File: src/hw/rtl/b58dec_pkg.sv
// Shared constants, types and the alphabet lookup for the base58 decoder.
package b58dec_pkg;

   localparam int MAX_BYTES = 64;
   localparam int ADDR_W    = $clog2(MAX_BYTES);
   localparam int LEN_W     = $clog2(MAX_BYTES + 1);
   localparam int RADIX     = 58;
   localparam int PROD_W    = 14;
   localparam int CARRY_W   = 6;

   typedef logic [1:0] status_type;

   localparam status_type ST_OK       = 2'd0;
   localparam status_type ST_BAD_CHAR = 2'd1;
   localparam status_type ST_TOO_LONG = 2'd2;

   typedef struct packed {
      logic       valid;
      logic [5:0] value;
   } digit_type;

   // Map an ASCII code onto its Bitcoin-alphabet digit.
   function automatic digit_type digit_of(input logic [7:0] code);
      digit_type d;
      d.valid = 1'b1;
      d.value = 6'd0;
      if (code >= 8'h31 && code <= 8'h39) begin
         d.value = 6'(code - 8'h31);
      end else if (code >= 8'h41 && code <= 8'h48) begin
         d.value = 6'(code - 8'h41 + 8'd9);
      end else if (code >= 8'h4A && code <= 8'h4E) begin
         d.value = 6'(code - 8'h4A + 8'd17);
      end else if (code >= 8'h50 && code <= 8'h5A) begin
         d.value = 6'(code - 8'h50 + 8'd22);
      end else if (code >= 8'h61 && code <= 8'h6B) begin
         d.value = 6'(code - 8'h61 + 8'd33);
      end else if (code >= 8'h6D && code <= 8'h7A) begin
         d.value = 6'(code - 8'h6D + 8'd44);
      end else begin
         d.valid = 1'b0;
      end
      return d;
   endfunction

endpackage

File: src/hw/rtl/b58dec_ram.sv
// Generic single-write, single-read RAM with registered read data.
module b58dec_ram #(
   parameter int WIDTH = 8,
   parameter int DEPTH = 64
) (
   input  logic                     clock,
   input  logic                     wr_en,
   input  logic [$clog2(DEPTH)-1:0] wr_addr,
   input  logic [WIDTH-1:0]         wr_data,
   input  logic                     rd_en,
   input  logic [$clog2(DEPTH)-1:0] rd_addr,
   output logic [WIDTH-1:0]         rd_data
);

   logic [WIDTH-1:0] mem_ff [DEPTH];
   logic [WIDTH-1:0] rd_data_ff;

   always_ff @(posedge clock) begin
      if (wr_en) begin
         mem_ff[wr_addr] <= wr_data;
      end
      if (rd_en) begin
         rd_data_ff <= mem_ff[rd_addr];
      end
   end

   assign rd_data = rd_data_ff;

endmodule

File: src/hw/rtl/base58_decoder_unit.sv
// Base58 (Bitcoin alphabet) string decoder, top level.
//
// Characters enter one word at a time on req_; req_tlast marks the last one.
// A leading '1', an invalid character, or any character after an error is
// handled in S_IDLE alone. Any other character runs a multiply-by-58 carry
// pass over the stored number in S_MUL, one byte per cycle through the
// number RAM's read and write ports. After the last character the block
// sends the leading zero bytes, then the number's bytes, most significant
// first (each read in S_EMIT_RD and sent from S_EMIT_WR, through the RAM's
// registered read), with rsp_tlast on the final word; output waits while
// rsp_tready is low. An invalid character or a result over MAX_BYTES bytes
// gives a single word with data 0 and the error in rsp_tuser.
// The number RAM needs no clearing after reset.
module base58_decoder_unit
   import b58dec_pkg::*;
(
   input  logic       clock,
   input  logic       reset,
   input  logic       req_tvalid,
   output logic       req_tready,
   input  logic [7:0] req_tdata,   // [7:0] char_code
   input  logic       req_tlast,   // final_char
   output logic       rsp_tvalid,
   input  logic       rsp_tready,
   output logic [7:0] rsp_tdata,   // [7:0] data_byte
   output logic [1:0] rsp_tuser,   // [1:0] status
   output logic       rsp_tlast    // last_byte
);

   localparam logic [2:0] S_IDLE    = 3'd0;
   localparam logic [2:0] S_MUL     = 3'd1;
   localparam logic [2:0] S_FIN     = 3'd2;
   localparam logic [2:0] S_EMIT_Z  = 3'd3;
   localparam logic [2:0] S_EMIT_RD = 3'd4;
   localparam logic [2:0] S_EMIT_WR = 3'd5;

   logic [2:0]         state_ff, state_in;
   logic [LEN_W-1:0]   len_ff, len_in;
   logic [LEN_W-1:0]   lead_ff, lead_in;
   logic               still_ff, still_in;
   status_type         err_ff, err_in;
   logic               fin_ff, fin_in;
   logic [LEN_W-1:0]   idx_ff, idx_in;
   logic [ADDR_W-1:0]  wr_idx_ff, wr_idx_in;
   logic               pend_ff, pend_in;
   logic [CARRY_W-1:0] carry_ff, carry_in;

   logic               rsp_valid_ff, rsp_valid_in;
   logic [7:0]         rsp_data_ff, rsp_data_in;
   status_type         rsp_status_ff, rsp_status_in;
   logic               rsp_last_ff, rsp_last_in;

   logic               ram_we;
   logic [ADDR_W-1:0]  ram_waddr;
   logic [7:0]         ram_wdata;
   logic               ram_re;
   logic [7:0]         ram_rdata;

   digit_type          dig;
   logic               req_fire;
   logic               out_free;
   logic [LEN_W:0]     total;
   logic               full;
   logic               issue;
   logic [PROD_W-1:0]  prod;

   b58dec_ram #(
      .WIDTH (8),
      .DEPTH (MAX_BYTES)
   ) u_store (
      .clock   (clock),
      .wr_en   (ram_we),
      .wr_addr (ram_waddr),
      .wr_data (ram_wdata),
      .rd_en   (ram_re),
      .rd_addr (idx_ff[ADDR_W-1:0]),
      .rd_data (ram_rdata)
   );

   assign req_tready = (state_ff == S_IDLE);
   assign req_fire   = req_tvalid && req_tready;
   assign out_free   = !rsp_valid_ff || rsp_tready;
   assign dig        = digit_of(req_tdata);
   assign total      = {1'b0, lead_ff} + {1'b0, len_ff};
   assign full       = (total >= (LEN_W + 1)'(MAX_BYTES));
   assign issue      = (idx_ff < len_ff);
   assign prod       = {6'd0, ram_rdata} * PROD_W'(RADIX) + PROD_W'(carry_ff);

   always_comb begin
      state_in      = state_ff;
      len_in        = len_ff;
      lead_in       = lead_ff;
      still_in      = still_ff;
      err_in        = err_ff;
      fin_in        = fin_ff;
      idx_in        = idx_ff;
      wr_idx_in     = wr_idx_ff;
      pend_in       = 1'b0;
      carry_in      = carry_ff;
      rsp_valid_in  = rsp_valid_ff && !rsp_tready;
      rsp_data_in   = rsp_data_ff;
      rsp_status_in = rsp_status_ff;
      rsp_last_in   = rsp_last_ff;
      ram_we        = 1'b0;
      ram_waddr     = wr_idx_ff;
      ram_wdata     = prod[7:0];
      ram_re        = 1'b0;

      unique case (state_ff)
         S_IDLE: begin
            if (req_fire) begin
               fin_in   = req_tlast;
               state_in = req_tlast ? S_FIN : S_IDLE;
               if (err_ff != ST_OK) begin
                  // drop characters after an error
               end else if (!dig.valid) begin
                  err_in = ST_BAD_CHAR;
               end else if (still_ff && dig.value == 6'd0) begin
                  if (full) begin
                     err_in = ST_TOO_LONG;
                  end else begin
                     lead_in = lead_ff + LEN_W'(1);
                  end
               end else begin
                  still_in = 1'b0;
                  carry_in = dig.value;
                  idx_in   = '0;
                  state_in = S_MUL;
               end
            end
         end
         S_MUL: begin
            if (issue) begin
               ram_re    = 1'b1;
               idx_in    = idx_ff + LEN_W'(1);
               wr_idx_in = idx_ff[ADDR_W-1:0];
               pend_in   = 1'b1;
            end
            if (pend_ff) begin
               ram_we   = 1'b1;
               carry_in = prod[PROD_W-1:8];
            end else if (!issue) begin
               if (carry_ff != '0) begin
                  if (full) begin
                     err_in = ST_TOO_LONG;
                  end else begin
                     ram_we    = 1'b1;
                     ram_waddr = len_ff[ADDR_W-1:0];
                     ram_wdata = {2'd0, carry_ff};
                     len_in    = len_ff + LEN_W'(1);
                  end
               end
               state_in = fin_ff ? S_FIN : S_IDLE;
            end
         end
         S_FIN: begin
            if (err_ff != ST_OK || total == '0) begin
               if (out_free) begin
                  rsp_valid_in  = 1'b1;
                  rsp_data_in   = 8'd0;
                  rsp_status_in = err_ff;
                  rsp_last_in   = 1'b1;
                  len_in        = '0;
                  lead_in       = '0;
                  still_in      = 1'b1;
                  err_in        = ST_OK;
                  state_in      = S_IDLE;
               end
            end else if (lead_ff != '0) begin
               state_in = S_EMIT_Z;
            end else begin
               idx_in   = len_ff - LEN_W'(1);
               state_in = S_EMIT_RD;
            end
         end
         S_EMIT_Z: begin
            if (out_free) begin
               rsp_valid_in  = 1'b1;
               rsp_data_in   = 8'd0;
               rsp_status_in = ST_OK;
               rsp_last_in   = (total == (LEN_W + 1)'(1));
               lead_in       = lead_ff - LEN_W'(1);
               if (lead_ff == LEN_W'(1)) begin
                  if (len_ff == '0) begin
                     still_in = 1'b1;
                     state_in = S_IDLE;
                  end else begin
                     idx_in   = len_ff - LEN_W'(1);
                     state_in = S_EMIT_RD;
                  end
               end
            end
         end
         S_EMIT_RD: begin
            ram_re   = 1'b1;
            state_in = S_EMIT_WR;
         end
         S_EMIT_WR: begin
            if (out_free) begin
               rsp_valid_in  = 1'b1;
               rsp_data_in   = ram_rdata;
               rsp_status_in = ST_OK;
               rsp_last_in   = (idx_ff == '0);
               if (idx_ff == '0) begin
                  len_in   = '0;
                  lead_in  = '0;
                  still_in = 1'b1;
                  err_in   = ST_OK;
                  state_in = S_IDLE;
               end else begin
                  idx_in   = idx_ff - LEN_W'(1);
                  state_in = S_EMIT_RD;
               end
            end
         end
         default: begin
            state_in = S_IDLE;
         end
      endcase
   end

   always_ff @(posedge clock) begin
      if (reset) begin
         state_ff     <= S_IDLE;
         len_ff       <= '0;
         lead_ff      <= '0;
         still_ff     <= 1'b1;
         err_ff       <= ST_OK;
         pend_ff      <= 1'b0;
         rsp_valid_ff <= 1'b0;
      end else begin
         state_ff     <= state_in;
         len_ff       <= len_in;
         lead_ff      <= lead_in;
         still_ff     <= still_in;
         err_ff       <= err_in;
         pend_ff      <= pend_in;
         rsp_valid_ff <= rsp_valid_in;
      end
   end

   always_ff @(posedge clock) begin
      fin_ff        <= fin_in;
      idx_ff        <= idx_in;
      wr_idx_ff     <= wr_idx_in;
      carry_ff      <= carry_in;
      rsp_data_ff   <= rsp_data_in;
      rsp_status_ff <= rsp_status_in;
      rsp_last_ff   <= rsp_last_in;
   end

   assign rsp_tvalid = rsp_valid_ff;
   assign rsp_tdata  = rsp_data_ff;
   assign rsp_tuser  = rsp_status_ff;
   assign rsp_tlast  = rsp_last_ff;

endmodule

File: config.mk
export PLATFORM = sky130hd
export DESIGN_NAME = base58_decoder_unit
export DESIGN_NICKNAME = d
export VERILOG_FILES = /design/src/hw/rtl/b58dec_pkg.sv /design/src/hw/rtl/b58dec_ram.sv /design/src/hw/rtl/base58_decoder_unit.sv
export SDC_FILE = /design/constraint.sdc
export NUM_CORES = 1
export LEC_CHECK = 0
export BUFFER_PORTS_ARGS = -buffer_cell sky130_fd_sc_hd__buf_2
export CAP_MARGIN = 0
export CORE_MARGIN = 3
export CORE_UTILIZATION = 60
export DETAILED_ROUTE_END_ITERATION = 12
export MAX_ROUTING_LAYER = met4
export PLACE_DENSITY = 0.76
export SYNTH_ARGS = -nofsm -noshare
export SYNTH_HDL_FRONTEND = slang
export SYNTH_SLANG_ARGS = --single-unit
File: constraint.sdc
create_clock -name clock -period 13.7 [get_ports clock]
set_input_delay 0.685 -clock clock [delete_from_list [all_inputs] [get_ports clock]]
set_output_delay 0.685 -clock clock [all_outputs]
set_load 0.02 [all_outputs]
# Word-level counts from Yosys, hierarchy flattened
# Memories as Yosys holds them, arrays and structs flattened. A register that Yosys moved wholly into a read port is not among the register bits.
# Index checks and enable logic that the tools add are counted.
# word_totals
n_memories,1
word_cells,246
ram_bits,512
inputBits,13
register_bits,53
# memory_table
memory,depth,word_bits,read_ports,rd_clocked_by_memory_dff,wr,line_no,source
u_store.mem_ff,64,8,1,1,1,b58dec_ram.sv:15,logic [WIDTH-1:0] mem_ff [DEPTH];
# classes
add_sub_neg,19
bitwise_logic,1
n_lt_le_gt_ge,14
eq_ne,33
n_mul,1
n_reduce_logical,42
n_mux,121
# op_table
cell,count
$mux 7,26
$mux 6,16
$mux 8,8
$ge 8x7->1 const B,6
$le 8x7->1 const B,5
$ne 2x2->1 const B,20
$mux 2,19
$pmux 7 s5,1
$mux 3,11
$mux 1,29
$pmux 7 s4,1
$pmux 8 s3,1
$reduce_and 11->1,2
$add 7x1->7 const B,3
$pmux 7 s3,1
$sub 7x1->7 const B,3
$pmux 3 s6,1
$sub 6x6->6 const B,3
$add 14x6->14,1
$logic_not 7->1,2
$mul 8x5->13 const B,1
$reduce_and 13->1,1
$add 6x5->6 const B,2
$add 6x6->6 const B,2
other kinds (44),66

# Depth between registers and ports, before layout
# logic_depth
depth_word,15
depth_mapped,17
ltp_nobuf,17

# Hierarchy
# A second synthesis with hierarchy kept.
# unflattened
cells_unflattened,1686
hier_area_um2,26185.1
# by_module_without_submodules
module,instances,area_each_um2,cells_per_inst,seq_area_each_um2
b58dec_ram,1,20270.7,972,15615.0
base58_decoder_unit,1,5914.4,714,1371.3

# Worst setup path after synthesis
# No wires, ideal clock.
# synth_timing
path_type,register to register
startpoint,register len_ff[1]
endpoint,"memory u_store.mem_ff[0][5], data pin"
required_ns,12.981
n_path_buf,4
path_stages_with_launch,14
synth_period_minus_slack_ns,6.015
arrival_ns,5.295
slack_ns,7.685
cell_sequence,dfxtp_1 inv_1 fa_1 nor2b_1 o31ai_1 a21o_1 nor2_2 nor3_2 and3b_1 buf_6 buf_8 buf_6 buf_2 o31ai_1
# synth_via
elab_chain_len,7
# synth_lines
element,line_no,source
from (decl),base58_decoder_unit.sv:38,"logic [LEN_W-1:0] len_ff, len_in;"
from (signal assigned),base58_decoder_unit.sv:233,len_ff <= len_in;
$add 7x7->8,base58_decoder_unit.sv:84,"assign total = {1'b0, lead_ff} + {1'b0, len_ff};"
$ge 8x7->1,base58_decoder_unit.sv:85,assign full = (total >= (LEN_W + 1)'(MAX_BYTES));
$mux 8,base58_decoder_unit.sv:144,if (full) begin
$mux 8,base58_decoder_unit.sv:143,if (carry_ff != '0) begin
$mux 8 *,base58_decoder_unit.sv:142,end else if (!issue) begin
$mux 8 *,base58_decoder_unit.sv:139,if (pend_ff) begin
$mux 8 *,base58_decoder_unit.sv:109,unique case (state_ff)
via ram_wdata[5],base58_decoder_unit.sv:55,logic [7:0] ram_wdata;
to (decl),b58dec_ram.sv:15,
# The timed path passes the listed nets; every way through them passes the cells marked *.

# Worst setup path after layout
# layout_timing
startpoint,register len_ff[1]
endpoint,memory u_store.mem_ff[27][0] (enable)
# layout_via
elab_chain_len,9
# layout_lines
element,line_no,source
$add 7x7->8,base58_decoder_unit.sv:84,
$ge 8x7->1,base58_decoder_unit.sv:85,
$mux 1,base58_decoder_unit.sv:144,
$mux 1,base58_decoder_unit.sv:143,
$mux 1,base58_decoder_unit.sv:142,
$mux 1,base58_decoder_unit.sv:139,
$mux 1,base58_decoder_unit.sv:109,
$mux 1,b58dec_ram.sv:19,if (wr_en) begin
$mux 1 (implied by the code),b58dec_ram.sv:20,mem_ff[wr_addr] <= wr_data;
# Parallel ways exist; a longest one is shown, timed or not.

==> reports/summary.log <==
[die] die height 214 um
[global_route] GR Util met2 42.1%
[clock_network] Post-CTS Hold Buffers 0
[pwr] worst IR drop on VDD 0.263 mV
[global_route] gr usage total 27.4%
[die] number of core rows 75
[pwr] static leakage 9.33 nW
[routing] total iterations of the first detailed-routing run 5
[clock_network] clk root buf sky130_fd_sc_hd__clkbuf_16
[logic_synthesis] proportion of netlist area held by the largest area contributor 63.5%
[routing] post-detailed-routing wire length 60300 um
[clock_network] total clock sinks 573
[final_layout] fraction of layout instances using a drive strength above 1 20.6%
[placed_design] Post-Place Cell Area 26700 sq um
[final_layout] fin util 67.5%
[pwr] P_int 0.00374 W
[clock_network] Post-CTS Repair Setup Buffers 0
[placed_design] half-perimeter wire length of the detailed placement result 36200 um
[setup_path] Setup crit start len_ff[1]
[sta] worst setup margin 8360 ps
[routing] antenna-violating nets left 0
[sta] setup repair after global routing missed its margin false
[setup_path] Reg2Reg Setup Slack 8360 ps
[final_layout] fin nets 1673
[global_route] first-pass GRT wire length 92300 um
[setup_path] CP endpoint kind flip-flop
[logic_synthesis] share of the yosys chip area belonging to registers 65.1%
[setup_path] depth of the worst register-to-register path 11
[clock_network] H-Tree Depth 2
[pwr] net switching component of the power 0.00166 W
[sta] post-layout minimum cycle time 5340 ps
[routing] First DRT Iteration DRCs 1718
[pwr] Power Density 188 nW/um^2
[logic_synthesis] Synth Cell Area 26100 sq um
[hold_path] Hold Path Class input pin to flip-flop
[sta] setup-violating endpoint count in the final report 0
[die] width of the chip 214 um
[placed_design] placement-stage worst setup slack 8440 ps
[routing] via count 14600
[logic_synthesis] post-synthesis async set-or-reset flop share 0%
[die] starting density of the core 61.5%
[final_layout] fill cell instance count of the final layout 2752
[outcome] outcome completed
[placed_design] instance count after placement with tap cells included 2099
[sta] maximum clock frequency 0.187 GHz
[sta] final period utilization 39.0%
[logic_synthesis] yosys synthesis warning count 0
[logic_synthesis] top cells by area in the synthesized netlist sky130_fd_sc_hd__edfxtp_1 63%, sky130_fd_sc_hd__mux4_2 14%, sky130_fd_sc_hd__ha_1 3.2%, sky130_fd_sc_hd__nor2_1 1.8%, sky130_fd_sc_hd__dfxtp_1 1.7%
[logic_synthesis] most frequently used flop master after synthesis sky130_fd_sc_hd__edfxtp_1
[setup_path] FF-to-FF End u_store.mem_ff[27][0]
[pwr] switching part of the total power 30.7%
[setup_path] end point of the critical path u_store.mem_ff[27][0]
[global_route] global routing met1 resource utilization 37.8%
[setup_path] kind of critical path flip-flop to flip-flop
[die] I/O pins 26
[placed_design] quantity of I/O buffers inserted on ports 25
[logic_synthesis] synth cell count leaders 551 x sky130_fd_sc_hd__edfxtp_1, 163 x sky130_fd_sc_hd__mux4_2, 122 x sky130_fd_sc_hd__nor2_1, 67 x sky130_fd_sc_hd__ha_1, 60 x sky130_fd_sc_hd__inv_1
[logic_synthesis] Syn Inst Count 1566
[final_layout] layout overhead on the synthesized area 9.87%
[sta] number of hold violations in the final report 0
[routing] routed wire length per instance 27.4 um
[clock_network] CTS tree yes
[sta] Max Slew Vio Count 0
[clock_network] post_cts resized 0
[global_route] pin count of the biggest net entering global routing 115
[global_route] via count of the first global-routing pass 14500
[setup_path] type of element launching the critical path flip-flop
[global_route] initial antenna violation count 1
[hold_path] startpoint of the lowest-slack hold path req_tlast
[logic_synthesis] synthesized area per cell 16.6 sq um
[placed_design] final RePlAce weighted congestion 0.876
[global_route] met3 global-route usage 4.79%
[global_route] total global routing overflow 0
[logic_synthesis] Post-synth EDFFs 551
[sta] remaining max-slew budget at the tightest pin 25.6%
[setup_path] startpoint of the most critical register-to-register path len_ff[1]
[sta] Tightest Pin Transition 1120 ps
[clock_network] Clk pin slew, worst setup/hold paths 70 ps
[final_layout] post-route cell area 28600 sq um
[pwr] share of total power in sequential cells 43.5%
[logic_synthesis] cell with the most instances after synthesis sky130_fd_sc_hd__edfxtp_1
[setup_path] peak fanout along the critical path 42
[global_route] Top Usage Layer GRT met2
[clock_network] insertion delay of the later-clocked pin in the worst-skew pair 630 ps
[pwr] combinational share of power 26.7%
[die] Die ar. 46000 sq um
[run] total of max-cap violations 0
[setup_path] Worst EP arrival 5580 ps
[routing] Avg Vias per Cell 6.63
[final_layout] post-layout instance count excluding filler cells 2201
[clock_network] Num CTS Buffers 55
[routing] number of remaining DRC errors 0
[logic_synthesis] synthesized net count 1660
[setup_path] critical path required time 13940 ps
[sta] final-layout setup total negative slack 0 ps
[sta] Final Skew 54.6 ps
[logic_synthesis] most area-hungry cell type in the Yosys netlist sky130_fd_sc_hd__edfxtp_1
[clock_network] maximum clock path buffer count 3
[logic_synthesis] synthesized flop and latch total 573
[die] Core Region 42400 sq um
[pwr] clock network power share 29.8%
[logic_synthesis] distinct cell type count of the synthesized netlist 86
-- power groups by stage --
stage                     combinational [W]  sequential [W]  clock [W]
after floorplan                    0.000905         0.00241          0
after global placement              0.00142         0.00238          0
after detailed placement            0.00146         0.00239          0
after CTS                           0.00146         0.00235    0.00163
after global routing                0.00156         0.00235    0.00169
final                               0.00144         0.00235    0.00161
-- worst min path at each step --
stage	to	depth (start not counted)
3_3_place_gp	err_ff[0]	2
5_1_grt	fin_ff	1
3_5_place_dp	lead_ff[6]	2
4_1_cts	fin_ff	1
6_report	fin_ff	1
2_1_floorplan	err_ff[0]	2
-- layer usage --
layer / up-vias / share of wire [%] / routed length [um]
met1: 7417 / 40 / 24300
met2: 801 / 48 / 28900
li1: 6250 / - / -
met3: 130 / 8.1 / 4910
met5: - / 0 / 0
met4: 0 / 3.7 / 2240
-- per-stage QoR --
| stage | total power (W) | hold WS (ps) |
|---|---|---|
| 2_1_floorplan | 0.00331 | 470 |
| 3_3_place_gp | 0.00380 | 492 |
| 3_5_place_dp | 0.00384 | 522 |
| 4_1_cts | 0.00543 | 230 |
| 5_1_grt | 0.00560 | 242 |
| 6_report | 0.00540 | 258 |
-- placed cells by master, fill, tap and decap left out, types with 11 or more instances in the layout --
cell	netlist	routed
sky130_fd_sc_hd__nand2b_1	13	13
sky130_fd_sc_hd__mux4_2	163	163
sky130_fd_sc_hd__fa_1	14	14
sky130_fd_sc_hd__buf_2	20	25
sky130_fd_sc_hd__nor2_1	122	120
sky130_fd_sc_hd__a21oi_1	52	52
sky130_fd_sc_hd__nor3_1	25	25
sky130_fd_sc_hd__dfxtp_1	22	22
sky130_fd_sc_hd__buf_4	1	17
sky130_fd_sc_hd__o21ai_0	32	30
sky130_fd_sc_hd__clkbuf_16	0	55
sky130_fd_sc_hd__o22ai_1	12	12
sky130_fd_sc_hd__xor2_1	11	11
sky130_fd_sc_hd__nand2_1	56	56
sky130_fd_sc_hd__xnor2_1	26	26
sky130_fd_sc_hd__ha_1	67	67
sky130_fd_sc_hd__nor2b_1	11	11
sky130_fd_sc_hd__a31oi_1	18	18
sky130_fd_sc_hd__inv_1	60	60
sky130_fd_sc_hd__nand3_1	16	16
sky130_fd_sc_hd__edfxtp_1	551	551
-- area by class of cell --
cell class / count / area, sq um / share of cell area, %
diodes: 2 / 5.00 / 0.0175
clock buffers: 63 / 1410 / 4.91
clock inverters: 37 / 520 / 1.82
inverters: 62 / 233 / 0.812
multi-input cells: 844 / 8500 / 29.7
flip-flops and latches: 573 / 17000 / 59.3
well taps: 577 / 722 / 2.52
repair buffers: 43 / 273 / 0.952
-- flip-flops by register name, indices dropped and copies added (netlist names), 6 cells and up --
| name | cells |
|---|---|
| carry_ff | 6 |
| idx_ff | 7 |
| lead_ff | 7 |
| len_ff | 7 |
| rsp_tdata | 8 |
| u_store.mem_ff | 512 |
| u_store.rd_data | 8 |
| wr_idx_ff | 6 |
-- worst max-delay path, cell delays in order, from the launching register on --
cell	delay, ps
sky130_fd_sc_hd__dfxtp_1	540
sky130_fd_sc_hd__inv_1	230
sky130_fd_sc_hd__fa_1	470
sky130_fd_sc_hd__nor2b_1	290
sky130_fd_sc_hd__o31ai_1	190
sky130_fd_sc_hd__a2111oi_4	380
sky130_fd_sc_hd__nor2_2	100
sky130_fd_sc_hd__nor3_2	200
sky130_fd_sc_hd__and3b_2	890
sky130_fd_sc_hd__mux2i_1	510
sky130_fd_sc_hd__nand2_1	430
sky130_fd_sc_hd__nor2_1	700
-- cells by family (layout without fill, tap and decap cells) --
| group | Yosys count | after routing | synth area share (%) |
|---|---|---|---|
| other | 0 | 2 | 0 |
| AO/OA/AOI/OAI | 212 | 212 | 5.61 |
| adder cells (fa/ha/maj) | 81 | 81 | 4.29 |
| AND/OR/NAND/NOR | 335 | 335 | 6.47 |
| multiplexers | 179 | 179 | 14.7 |
| buffers and inverters | 149 | 205 | 2.51 |
| flip-flops | 573 | 573 | 65.1 |
| XOR/XNOR | 37 | 37 | 1.24 |
No activity file was read; power rests on OpenSTA's default activity.
